## src/hdl/tws_pkg.sv

```systemverilog
// Shared types, codes and sizes for the tiered worker selector.
// Depends on nothing; other files refer to it by scoped name or import it.
`default_nettype none

package tws_pkg;

    // Slots per pool that an update can reach (worker_index is 3 bits)
    localparam int SLOTS   = 8;
    localparam int IDX_W   = 3;
    localparam int ADDR_W  = IDX_W + 1;
    localparam int DEPTH   = 2 * SLOTS;
    localparam int PTR_W   = 4;
    localparam int CNT_W   = 7;
    localparam int LOAD_W  = 16;
    localparam int CAP_W   = 16;
    localparam int TIME_W  = 32;

    localparam int WORKERS_POOL_A_DEF = 8;
    localparam int WORKERS_POOL_B_DEF = 8;

    localparam logic [CAP_W-1:0] CAP_RESET = 16'd64;

    localparam logic OP_UPDATE = 1'b0;
    localparam logic OP_SELECT = 1'b1;

    localparam logic CFG_CAP_A = 1'b0;
    localparam logic CFG_CAP_B = 1'b1;

    localparam logic [1:0] METHOD_AVG  = 2'd0;
    localparam logic [1:0] METHOD_LONG = 2'd1;
    localparam logic [1:0] METHOD_RR   = 2'd2;
    localparam logic [1:0] METHOD_NONE = 2'd3;

    typedef struct packed {
        logic              opcode;
        logic              pool;
        logic [IDX_W-1:0]  worker_index;
        logic [LOAD_W-1:0] held_tasks;
        logic              is_active;
        logic              is_healthy;
        logic [TIME_W-1:0] avg_task_time;
        logic [TIME_W-1:0] peak_task_time;
    } t_in_item;

    typedef struct packed {
        logic             found;
        logic [IDX_W-1:0] selected_index;
        logic [1:0]       method;
    } t_out_item;

    typedef struct packed {
        logic [LOAD_W-1:0] load;
        logic              active;
        logic              healthy;
        logic [TIME_W-1:0] avg_time;
        logic [TIME_W-1:0] longest_time;
    } t_entry;

    typedef struct packed {
        logic             clear;
        logic             step;
        logic [IDX_W-1:0] worker;
    } t_scan_ctl;

endpackage

`default_nettype wire

```

## src/hdl/tws_scan.sv

```systemverilog
// Scan accumulator: folds one status entry per stepped cycle into the three tiers.
// Depends on tws_pkg.
`default_nettype none

module tws_scan (
    input  wire logic                       i_clk,
    input  wire logic                       i_rst_n,
    input  wire tws_pkg::t_scan_ctl         i_ctl,
    input  wire tws_pkg::t_entry            i_entry,
    input  wire logic [tws_pkg::CAP_W-1:0]  i_cap,
    input  wire logic [tws_pkg::PTR_W-1:0]  i_ptr,
    output tws_pkg::t_out_item              o_pick
);

    logic                         r_have;
    logic [tws_pkg::TIME_W-1:0]   r_min_avg;
    logic [tws_pkg::IDX_W-1:0]    r_idx_avg;
    logic [tws_pkg::TIME_W-1:0]   r_min_long;
    logic [tws_pkg::IDX_W-1:0]    r_idx_long;
    logic                         r_hit_have;
    logic [tws_pkg::IDX_W-1:0]    r_hit_idx;
    logic [tws_pkg::IDX_W-1:0]    r_first_idx;
    logic                         eligible;
    logic                         at_or_past_ptr;

    assign eligible = i_entry.active && i_entry.healthy && (i_entry.load < i_cap);
    assign at_or_past_ptr = {1'b0, i_ctl.worker} >= i_ptr;

    always_ff @(posedge i_clk) begin
        if (!i_rst_n) begin
            r_have     <= 1'b0;
            r_hit_have <= 1'b0;
        end else if (i_ctl.clear) begin
            r_have     <= 1'b0;
            r_hit_have <= 1'b0;
        end else if (i_ctl.step && eligible) begin
            r_have <= 1'b1;
            // strict compare: ties stay with the lower index
            if (!r_have || i_entry.avg_time < r_min_avg) begin
                r_min_avg <= i_entry.avg_time;
                r_idx_avg <= i_ctl.worker;
            end
            if (!r_have || i_entry.longest_time < r_min_long) begin
                r_min_long <= i_entry.longest_time;
                r_idx_long <= i_ctl.worker;
            end
            if (!r_have) begin
                r_first_idx <= i_ctl.worker;
            end
            if (!r_hit_have && at_or_past_ptr) begin
                r_hit_have <= 1'b1;
                r_hit_idx  <= i_ctl.worker;
            end
        end
    end

    always_comb begin
        o_pick = '0;
        priority if (r_have && r_min_avg != '0) begin
            o_pick.found          = 1'b1;
            o_pick.selected_index = r_idx_avg;
            o_pick.method         = tws_pkg::METHOD_AVG;
        end else if (r_have && r_min_long != '0) begin
            o_pick.found          = 1'b1;
            o_pick.selected_index = r_idx_long;
            o_pick.method         = tws_pkg::METHOD_LONG;
        end else if (r_have) begin
            // wrap to the first eligible worker when none sits at or past the pointer
            o_pick.found          = 1'b1;
            o_pick.selected_index = r_hit_have ? r_hit_idx : r_first_idx;
            o_pick.method         = tws_pkg::METHOD_RR;
        end else begin
            o_pick.found          = 1'b0;
            o_pick.selected_index = '0;
            o_pick.method         = tws_pkg::METHOD_NONE;
        end
    end

endmodule

`default_nettype wire

```

## src/hdl/tiered_worker_selector_core.sv

```systemverilog
// An update is written in the cycle of its transfer. A select reads
//   N = min(pool size, 8) entries through the single read port of the status
//   memory, folds the registered read data into the tier accumulator, then hands
//   the pick to the output register once it is free; the input is stalled until
//   then, so a new item waits for the select to finish. One update per cycle when idle.
// Reset: synchronous, active low; clears valid bits and pointers, sets capacities to 64.
`default_nettype none

module tiered_worker_selector_core #(
    parameter int WORKERS_POOL_A = tws_pkg::WORKERS_POOL_A_DEF,
    parameter int WORKERS_POOL_B = tws_pkg::WORKERS_POOL_B_DEF
) (
    input  wire logic                      i_clk,
    input  wire logic                      i_rst_n,
    // input item channel
    input  wire logic                      i_in_valid,
    output logic                           o_in_stall,
    input  wire tws_pkg::t_in_item         i_in_data,
    // result channel
    output logic                           o_out_valid,
    input  wire logic                      i_out_stall,
    output tws_pkg::t_out_item             o_out_data,
    // configuration writes
    input  wire logic                      i_cfg_valid,
    output logic                           o_cfg_ready,
    input  wire logic                      i_cfg_index,
    input  wire logic [tws_pkg::CAP_W-1:0] i_cfg_data
);

    // Pool sizes as counts; workers beyond the reachable slots are never
    // written, stay inactive and so never win, so the scan stops at the slots.
    localparam logic [tws_pkg::CNT_W-1:0] POOL_N_A = tws_pkg::CNT_W'(WORKERS_POOL_A);
    localparam logic [tws_pkg::CNT_W-1:0] POOL_N_B = tws_pkg::CNT_W'(WORKERS_POOL_B);
    localparam logic [tws_pkg::PTR_W-1:0] SCAN_N_A = tws_pkg::PTR_W'(
        (WORKERS_POOL_A < tws_pkg::SLOTS) ? WORKERS_POOL_A : tws_pkg::SLOTS);
    localparam logic [tws_pkg::PTR_W-1:0] SCAN_N_B = tws_pkg::PTR_W'(
        (WORKERS_POOL_B < tws_pkg::SLOTS) ? WORKERS_POOL_B : tws_pkg::SLOTS);

    localparam logic [1:0] ST_IDLE   = 2'd0;
    localparam logic [1:0] ST_SCAN   = 2'd1;
    localparam logic [1:0] ST_FINISH = 2'd2;

    logic [1:0]                      r_state;
    logic [1:0]                      n_state;

    logic [tws_pkg::CAP_W-1:0]       r_cap_a;
    logic [tws_pkg::CAP_W-1:0]       r_cap_b;
    logic [tws_pkg::PTR_W-1:0]       r_ptr_a;
    logic [tws_pkg::PTR_W-1:0]       r_ptr_b;

    // status memory: one entry per {pool, worker}, no reset on the array
    tws_pkg::t_entry                 mem [tws_pkg::DEPTH];
    logic [tws_pkg::DEPTH-1:0]       r_ent_vld;
    tws_pkg::t_entry                 r_rd_data;
    logic                            r_rd_live;
    logic                            r_rd_valid;
    logic [tws_pkg::IDX_W-1:0]       r_rd_w;

    logic                            r_pool;
    logic [tws_pkg::PTR_W-1:0]       r_issue;
    logic [tws_pkg::PTR_W-1:0]       r_scan_n;

    tws_pkg::t_out_item              r_out;
    logic                            r_out_valid;

    logic                            in_xfer;
    logic                            is_update;
    logic                            is_select;
    logic                            in_range;
    logic                            wr_en;
    logic [tws_pkg::ADDR_W-1:0]      wr_addr;
    logic [tws_pkg::ADDR_W-1:0]      rd_addr;
    logic                            issue;
    logic                            out_free;
    logic                            finish;
    tws_pkg::t_entry                 wr_entry;
    tws_pkg::t_entry                 scan_entry;
    tws_pkg::t_scan_ctl              scan_ctl;
    tws_pkg::t_out_item              pick;
    logic [tws_pkg::CAP_W-1:0]       cur_cap;
    logic [tws_pkg::PTR_W-1:0]       cur_ptr;
    logic [tws_pkg::PTR_W-1:0]       ptr_inc;
    logic [tws_pkg::PTR_W-1:0]       ptr_next;
    logic [tws_pkg::CNT_W-1:0]       cur_n;

    // ---------------------------------------------------------------
    // Handshakes
    // ---------------------------------------------------------------
    assign o_in_stall  = (r_state != ST_IDLE);
    assign o_cfg_ready = 1'b1;
    assign in_xfer     = i_in_valid && !o_in_stall;
    assign is_update   = in_xfer && (i_in_data.opcode == tws_pkg::OP_UPDATE);
    assign is_select   = in_xfer && (i_in_data.opcode == tws_pkg::OP_SELECT);

    // Drop updates aimed past the end of the pool
    assign in_range = i_in_data.pool
                    ? (tws_pkg::CNT_W'(i_in_data.worker_index) < POOL_N_B)
                    : (tws_pkg::CNT_W'(i_in_data.worker_index) < POOL_N_A);
    assign wr_en    = is_update && in_range;
    assign wr_addr  = {i_in_data.pool, i_in_data.worker_index};

    always_comb begin
        wr_entry.load         = i_in_data.held_tasks;
        wr_entry.active       = i_in_data.is_active;
        wr_entry.healthy      = i_in_data.is_healthy;
        wr_entry.avg_time     = i_in_data.avg_task_time;
        wr_entry.longest_time = i_in_data.peak_task_time;
    end

    // ---------------------------------------------------------------
    // Configuration registers
    // ---------------------------------------------------------------
    always_ff @(posedge i_clk) begin
        if (!i_rst_n) begin
            r_cap_a <= tws_pkg::CAP_RESET;
            r_cap_b <= tws_pkg::CAP_RESET;
        end else if (i_cfg_valid && o_cfg_ready) begin
            unique case (i_cfg_index)
                tws_pkg::CFG_CAP_A: r_cap_a <= i_cfg_data;
                tws_pkg::CFG_CAP_B: r_cap_b <= i_cfg_data;
                default:            r_cap_a <= r_cap_a;
            endcase
        end
    end

    // ---------------------------------------------------------------
    // Status memory: write on update, one registered read per cycle.
    // A select never overlaps an update (input held off during the scan),
    // so a read always sees every earlier write.
    // ---------------------------------------------------------------
    assign rd_addr = {r_pool, r_issue[tws_pkg::IDX_W-1:0]};
    assign issue   = (r_state == ST_SCAN) && (r_issue < r_scan_n);

    always_ff @(posedge i_clk) begin
        if (wr_en) begin
            mem[wr_addr] <= wr_entry;
        end
        r_rd_data <= mem[rd_addr];
    end

    // Valid bits stand in for the all-zero reset of the table
    always_ff @(posedge i_clk) begin
        if (!i_rst_n) begin
            r_ent_vld <= '0;
            r_rd_live <= 1'b0;
        end else begin
            if (wr_en) begin
                r_ent_vld[wr_addr] <= 1'b1;
            end
            r_rd_live <= r_ent_vld[rd_addr];
        end
    end

    assign scan_entry = r_rd_live ? r_rd_data : '0;

    // ---------------------------------------------------------------
    // Sequencer: issue addresses 0..N-1, then wait for the last read data
    // to be folded in, then hand the pick to the output register.
    // ---------------------------------------------------------------
    always_ff @(posedge i_clk) begin
        if (!i_rst_n) begin
            r_rd_valid <= 1'b0;
        end else begin
            r_rd_valid <= issue;
        end
    end

    always_ff @(posedge i_clk) begin
        if (is_select) begin
            r_pool   <= i_in_data.pool;
            r_issue  <= '0;
            r_scan_n <= i_in_data.pool ? SCAN_N_B : SCAN_N_A;
        end else if (issue) begin
            r_issue <= r_issue + 1'b1;
        end
        r_rd_w <= r_issue[tws_pkg::IDX_W-1:0];
    end

    assign out_free = !r_out_valid || !i_out_stall;
    assign finish   = (r_state == ST_FINISH) && out_free;

    always_comb begin
        n_state = r_state;
        unique case (r_state)
            ST_IDLE: begin
                if (is_select) begin
                    n_state = ST_SCAN;
                end
            end
            ST_SCAN: begin
                if (!issue && !r_rd_valid) begin
                    n_state = ST_FINISH;
                end
            end
            ST_FINISH: begin
                if (out_free) begin
                    n_state = ST_IDLE;
                end
            end
            default: n_state = ST_IDLE;
        endcase
    end

    always_ff @(posedge i_clk) begin
        if (!i_rst_n) begin
            r_state <= ST_IDLE;
        end else begin
            r_state <= n_state;
        end
    end

    // ---------------------------------------------------------------
    // Tier accumulator
    // ---------------------------------------------------------------
    assign cur_cap = r_pool ? r_cap_b : r_cap_a;
    assign cur_ptr = r_pool ? r_ptr_b : r_ptr_a;
    assign cur_n   = r_pool ? POOL_N_B : POOL_N_A;

    always_comb begin
        scan_ctl.clear  = is_select;
        scan_ctl.step   = r_rd_valid;
        scan_ctl.worker = r_rd_w;
    end

    tws_scan u_scan (
        .i_clk   (i_clk),
        .i_rst_n (i_rst_n),
        .i_ctl   (scan_ctl),
        .i_entry (scan_entry),
        .i_cap   (cur_cap),
        .i_ptr   (cur_ptr),
        .o_pick  (pick)
    );

    // ---------------------------------------------------------------
    // Round-robin pointers: advance past a round-robin pick, wrap at pool size
    // ---------------------------------------------------------------
    assign ptr_inc  = {1'b0, pick.selected_index} + 1'b1;
    assign ptr_next = (tws_pkg::CNT_W'(ptr_inc) == cur_n) ? '0 : ptr_inc;

    always_ff @(posedge i_clk) begin
        if (!i_rst_n) begin
            r_ptr_a <= '0;
            r_ptr_b <= '0;
        end else if (finish && pick.method == tws_pkg::METHOD_RR) begin
            if (r_pool) begin
                r_ptr_b <= ptr_next;
            end else begin
                r_ptr_a <= ptr_next;
            end
        end
    end

    // ---------------------------------------------------------------
    // Output register: hold the result until the transfer completes
    // ---------------------------------------------------------------
    always_ff @(posedge i_clk) begin
        if (!i_rst_n) begin
            r_out_valid <= 1'b0;
        end else if (finish) begin
            r_out_valid <= 1'b1;
        end else if (!i_out_stall) begin
            r_out_valid <= 1'b0;
        end
    end

    always_ff @(posedge i_clk) begin
        if (finish) begin
            r_out <= pick;
        end
    end

    assign o_out_valid = r_out_valid;
    assign o_out_data  = r_out;

endmodule

`default_nettype wire

```

## config.mk

```make
export PLATFORM = sky130hd
export DESIGN_NAME = tiered_worker_selector_core
export DESIGN_NICKNAME = d
export VERILOG_FILES = /design/src/hdl/tws_pkg.sv /design/src/hdl/tws_scan.sv /design/src/hdl/tiered_worker_selector_core.sv
export SDC_FILE = /design/constraint.sdc
export NUM_CORES = 2
export LEC_CHECK = 0
export ABC_CLOCK_PERIOD_IN_PS = 9350
export BUFFER_PORTS_ARGS = -buffer_cell sky130_fd_sc_hd__clkbuf_2
export CAP_MARGIN = 25
export CELL_PAD_IN_SITES_DETAIL_PLACEMENT = 2
export CELL_PAD_IN_SITES_GLOBAL_PLACEMENT = 2
export CORE_MARGIN = 2
export CORE_UTILIZATION = 50
export DETAILED_ROUTE_END_ITERATION = 12
export GPL_ROUTABILITY_DRIVEN = 0
export MAX_ROUTING_LAYER = met4
export PLACE_DENSITY_LB_ADDON = 0.1
export SETUP_SLACK_MARGIN = 0.5
export SYNTH_ARGS = -nofsm -noshare
export SYNTH_HDL_FRONTEND = slang
export SYNTH_SLANG_ARGS = --single-unit
```

## constraint.sdc

```tcl
create_clock -name i_clk -period 9.35 [get_ports i_clk]
set_input_delay 0.935 -clock i_clk [delete_from_list [all_inputs] [get_ports i_clk]]
set_output_delay 0.935 -clock i_clk [all_outputs]
set_load 0.01 [all_outputs]
```

==> run summary <==
The run finished with clean final reports. For the final standard cell area without fillers, the log shows 0.06687 mm^2. The tools report the count of hold buffers inserted by post-cts repair as 0.

The adder and majority gate portion of the synthesized area is 1.763%. Row generation in the floorplan step produced 125 rows. The tools report the count of final max-slew check failures as 0.

The endpoint kind of the worst setup timing path is a register. Shortest period the worst path allows: 4691 ps. After clock tree synthesis, the clock-pin slew on the worst setup and hold paths is 60 ps.

Post-CTS repair timing setup buffer count: 0. Data arrives at the worst endpoint at 5110 ps. The routed layout has 29.33k vias. After synthesis, the cell types taking the most area are sky130_fd_sc_hd__edfxtp_1 (71%), sky130_fd_sc_hd__mux4_2 (16%), sky130_fd_sc_hd__dfxtp_1 (5.2%), sky130_fd_sc_hd__ha_1 (1.8%), sky130_fd_sc_hd__and2_1 (0.87%). The post-route netlist has 28.12% of its cells at a drive strength greater than 1.

The total overflow left after global routing is 0. The power density relative to cell area came out at 258.3 mW/mm^2. The class of the most critical setup path is register to register. Measured against its own limit, the worst slew margin works out to 25.22%. Number of enable flip-flop cells after synthesis: 1,395. Clock skew on the completed layout was measured at 27.82 ps. Setup repair after global routing left no endpoint under its margin. The synthesized area is 0.05889 mm^2, and the portion of synthesized cell area occupied by the leading cell type is 71.13%.

The tools report the first element of the critical path as r_rd_live. During synthesis, Yosys emitted a total of 0 warnings. The startpoint of the worst register-to-register path is r_rd_live. The count of buffers added on input and output ports is 116. Of all cell types, the one taking the most synthesized area is sky130_fd_sc_hd__edfxtp_1. Setup violations remaining at the end of the flow were counted as 0.

The path class of the tightest hold or removal check is primary input to register. The CTS H-tree depth is 4. Total power for the finished layout comes to 17.27 mW. The synthesized netlist devotes 1.634% of its cell area to compound gates.

The detailed-route vias per instance came out at 6.400. The maximum number of pins on one net before global-route repair was 102. The tools report the number of buffers inserted during clock tree synthesis as 159. For the worst setup path, the data required time is 9770 ps. The logs give 3,096 for the number of nets in the finished design and 98,030 um for the detailed-placement wirelength estimate.

Of the total synthesized cell area, the portion taken by XOR and XNOR cells is 0.04462%. In this run the count of I/O pins placed on the die edge is 118. The worst path uses 50.17% of the clock period. Among all cell types in the netlist, the one instantiated most often is sky130_fd_sc_hd__edfxtp_1. The area overhead of the layout relative to synthesis is 13.55%, and the simple-gate area share of the yosys netlist is 2.596%. After detailed routing, the number of remaining DRC violations is 0. The tools report the hold violation total from the final report as 0. TritonCTS built the clock tree. The logs give 2,880 for the net count after synthesis and 255,100 um for the global-route wire length before repair. The critical-path maximum fanout is 48, and the overall die width is 347.2 um. Averaged over all synthesized cells, the footprint is 21.91 um^2. The detail route stage leaves a number of antenna-violating nets equal to 0. Area of the die: 0.1205 mm^2. The leakage power was 22.03 nW. Dividing the detail-routed wire length by the instance count gives 39.42 um. The tools report the post-placement cell area as 0.06151 mm^2. The number of antenna violations at the first check in global routing was 25. The logs give 0.1165 mm^2 for the floorplan core area and 4660 ps for the minimum setup slack among reg-to-reg paths.

The initial utilization of the core area, before any placement, comes to 50.54%. The endpoint identified for the worst register-to-register timing path is u_scan.r_min_long[21]. In the synthesized netlist the dominant register cell turns out to be sky130_fd_sc_hd__edfxtp_1. The number of storage elements in the synthesis netlist came out at 1,547. The endpoint of the worst hold path is r_cap_a[0]. For the pin with the worst max-slew slack, the measured transition is 1122 ps. The die is 347.2 um tall.

VDD sags by at most 0.2132 mV. The tools report the root cell of the clock tree as sky130_fd_sc_hd__clkbuf_16. The logs give 32.53k for the number of global-route vias before repair and 3 for the maximum buffer depth of the clock tree. For the share of the yosys chip area belonging to registers, the log shows 76.30%. In the synthesized netlist, the cells that appear most often are sky130_fd_sc_hd__edfxtp_1 (1,395), sky130_fd_sc_hd__mux4_2 (415), sky130_fd_sc_hd__dfxtp_1 (152).

The critical path startpoint category was a register. The run gives 0 ps as the final-layout setup total negative slack. Number of clock sinks: 1,547. In this run the most critical hold path is launched from i_cfg_data[0].

Number of DRC markers after the initial detailed-route iteration: 3,565. The largest family of logic cells by synthesized area is multiplexers. Counting flops with an async set or reset pin after synthesis yields a share of 0%. The share of synthesized area spent on multiplexers is 16.37%. Total global-route track usage: 31.36%. Count of unique library cells instantiated by Yosys: 60. The cell depth of the worst min-delay path was 3; the max-capacitance violation count was 0. Synthesis produced 2,688 cells. The logs give 800 ps for the clock latency at the later pin of the worst-skew pair and 180,600 um for the routed wire length.

The first-pass iteration count of the detailed router is 5, and the highest achievable clock rate is 0.2132 GHz. The count of instances resized after the clock tree is built is 0, and the length in cells of the worst reg-to-reg path is 11.
[per-stage QoR]
stage | hold slack (ps) | worst slack (ps) | util, % | std cells
floorplan | 329.0 | 1610 | - | 2688
global placement | 442.0 | 4702 | 52.73 | 4256
detailed placement | 456.8 | 4382 | 52.79 | 4260
CTS | 355.8 | 4718 | 57.20 | 4558
global route | 402.8 | 4490 | 57.39 | 4579
finish | 406.1 | 4659 | 57.39 | 4582
[final cells by class]
type / instances / area [um^2]
repair buffers: 178 / 1254
diodes: 17 / 42.54
inverters: 66 / 247.7
flip-flops and latches: 1547 / 44950
well taps: 1524 / 1907
multi-input cells: 952 / 13340
clock inverters: 68 / 681.9
fillers: 9357 / 49650
clock buffers: 230 / 4458
[registers in the layout, indices dropped and copies added, names as in the netlist, 4 cells and up]
name	flops
r_issue	4
r_rd_data	82
r_ptr_b	4
mem	1312
r_cap_a	16
o_out_data	6
u_scan.r_min_avg	32
u_scan.r_min_long	32
r_ptr_a	4
r_ent_vld	16
r_cap_b	16
[worst max-delay path, stage by stage (launching register included)]
cell and delay (ps):
sky130_fd_sc_hd__dfxtp_2 860, sky130_fd_sc_hd__buf_4 640, sky130_fd_sc_hd__and2_1 320, sky130_fd_sc_hd__ha_1 320, sky130_fd_sc_hd__a2111oi_0 550, sky130_fd_sc_hd__o21ai_0 220, sky130_fd_sc_hd__a31o_2 310, sky130_fd_sc_hd__a21oi_1 190
sky130_fd_sc_hd__o31ai_1 150, sky130_fd_sc_hd__a21oi_1 160, sky130_fd_sc_hd__o21a_1 120, sky130_fd_sc_hd__buf_4 430
[layout by cell type (no fill, tap or decap), types with 4 or more instances in the layout]
master and n:
sky130_fd_sc_hd__edfxtp_1 1395, sky130_fd_sc_hd__mux4_2 415, sky130_fd_sc_hd__clkbuf_16 161, sky130_fd_sc_hd__dfxtp_1 148, sky130_fd_sc_hd__clkbuf_2 116, sky130_fd_sc_hd__nand2_1 86
sky130_fd_sc_hd__ha_1 83, sky130_fd_sc_hd__and2_1 82, sky130_fd_sc_hd__inv_1 66, sky130_fd_sc_hd__clkbuf_1 52, sky130_fd_sc_hd__buf_4 49, sky130_fd_sc_hd__a21boi_0 32
sky130_fd_sc_hd__a21oi_1 26, sky130_fd_sc_hd__mux2i_1 26, sky130_fd_sc_hd__nor2_1 23, sky130_fd_sc_hd__clkinv_1 23, sky130_fd_sc_hd__a21o_1 20, sky130_fd_sc_hd__clkinv_2 19
sky130_fd_sc_hd__diode_2 17, sky130_fd_sc_hd__o21a_1 17, sky130_fd_sc_hd__clkbuf_8 17, sky130_fd_sc_hd__nand4_1 16, sky130_fd_sc_hd__nor4_1 14, sky130_fd_sc_hd__nand3_1 12
sky130_fd_sc_hd__nor2_4 12, sky130_fd_sc_hd__nor2b_1 11, sky130_fd_sc_hd__bufinv_16 11, sky130_fd_sc_hd__nand2b_1 9, sky130_fd_sc_hd__o21ai_0 9, sky130_fd_sc_hd__inv_6 8
sky130_fd_sc_hd__buf_12 7, sky130_fd_sc_hd__buf_16 6, sky130_fd_sc_hd__nor4_2 4, sky130_fd_sc_hd__nor3_2 4, sky130_fd_sc_hd__a211oi_1 4, sky130_fd_sc_hd__clkinv_8 4
[report_power, final]
group	switching (mW)	total (mW)	internal, mW
combinational	1.34	2.73	1.40
sequential	0.251	8.03	7.78
clock	2.87	6.51	3.64
total	4.46	17.3	12.8
[logic make-up after synthesis]
group,after synthesis
AOI/OAI and AO/OA,134
muxes,444
DFF,1547
other,1
xor gates and xnor gates,3
and+or+nand+nor,287
buffers and inverters,189
adders and majority gates,83
[how the worst max path moves through the flow]
stage          cells after the start               endpoint
3_3_place_gp                       6            mem[13][43]
4_1_cts                            7             mem[2][57]
3_5_place_dp                       7             mem[2][59]
6_report                          11  u_scan.r_min_long[21]
5_1_grt                           11  u_scan.r_min_long[21]
2_1_floorplan                      4              mem[0][0]
[per-layer routing]
metal	part of all wire (%)	wire [um]	vias up	global-route usage [%]
li1	-	-	11590	-
met1	39	70990	16130	39.75
met2	52	93490	1346	51.61
met3	6.7	12140	253	6.488
met4	2.2	4012	0	9.113
met5	0	0	-	-
(Power assumes the default switching activity.)
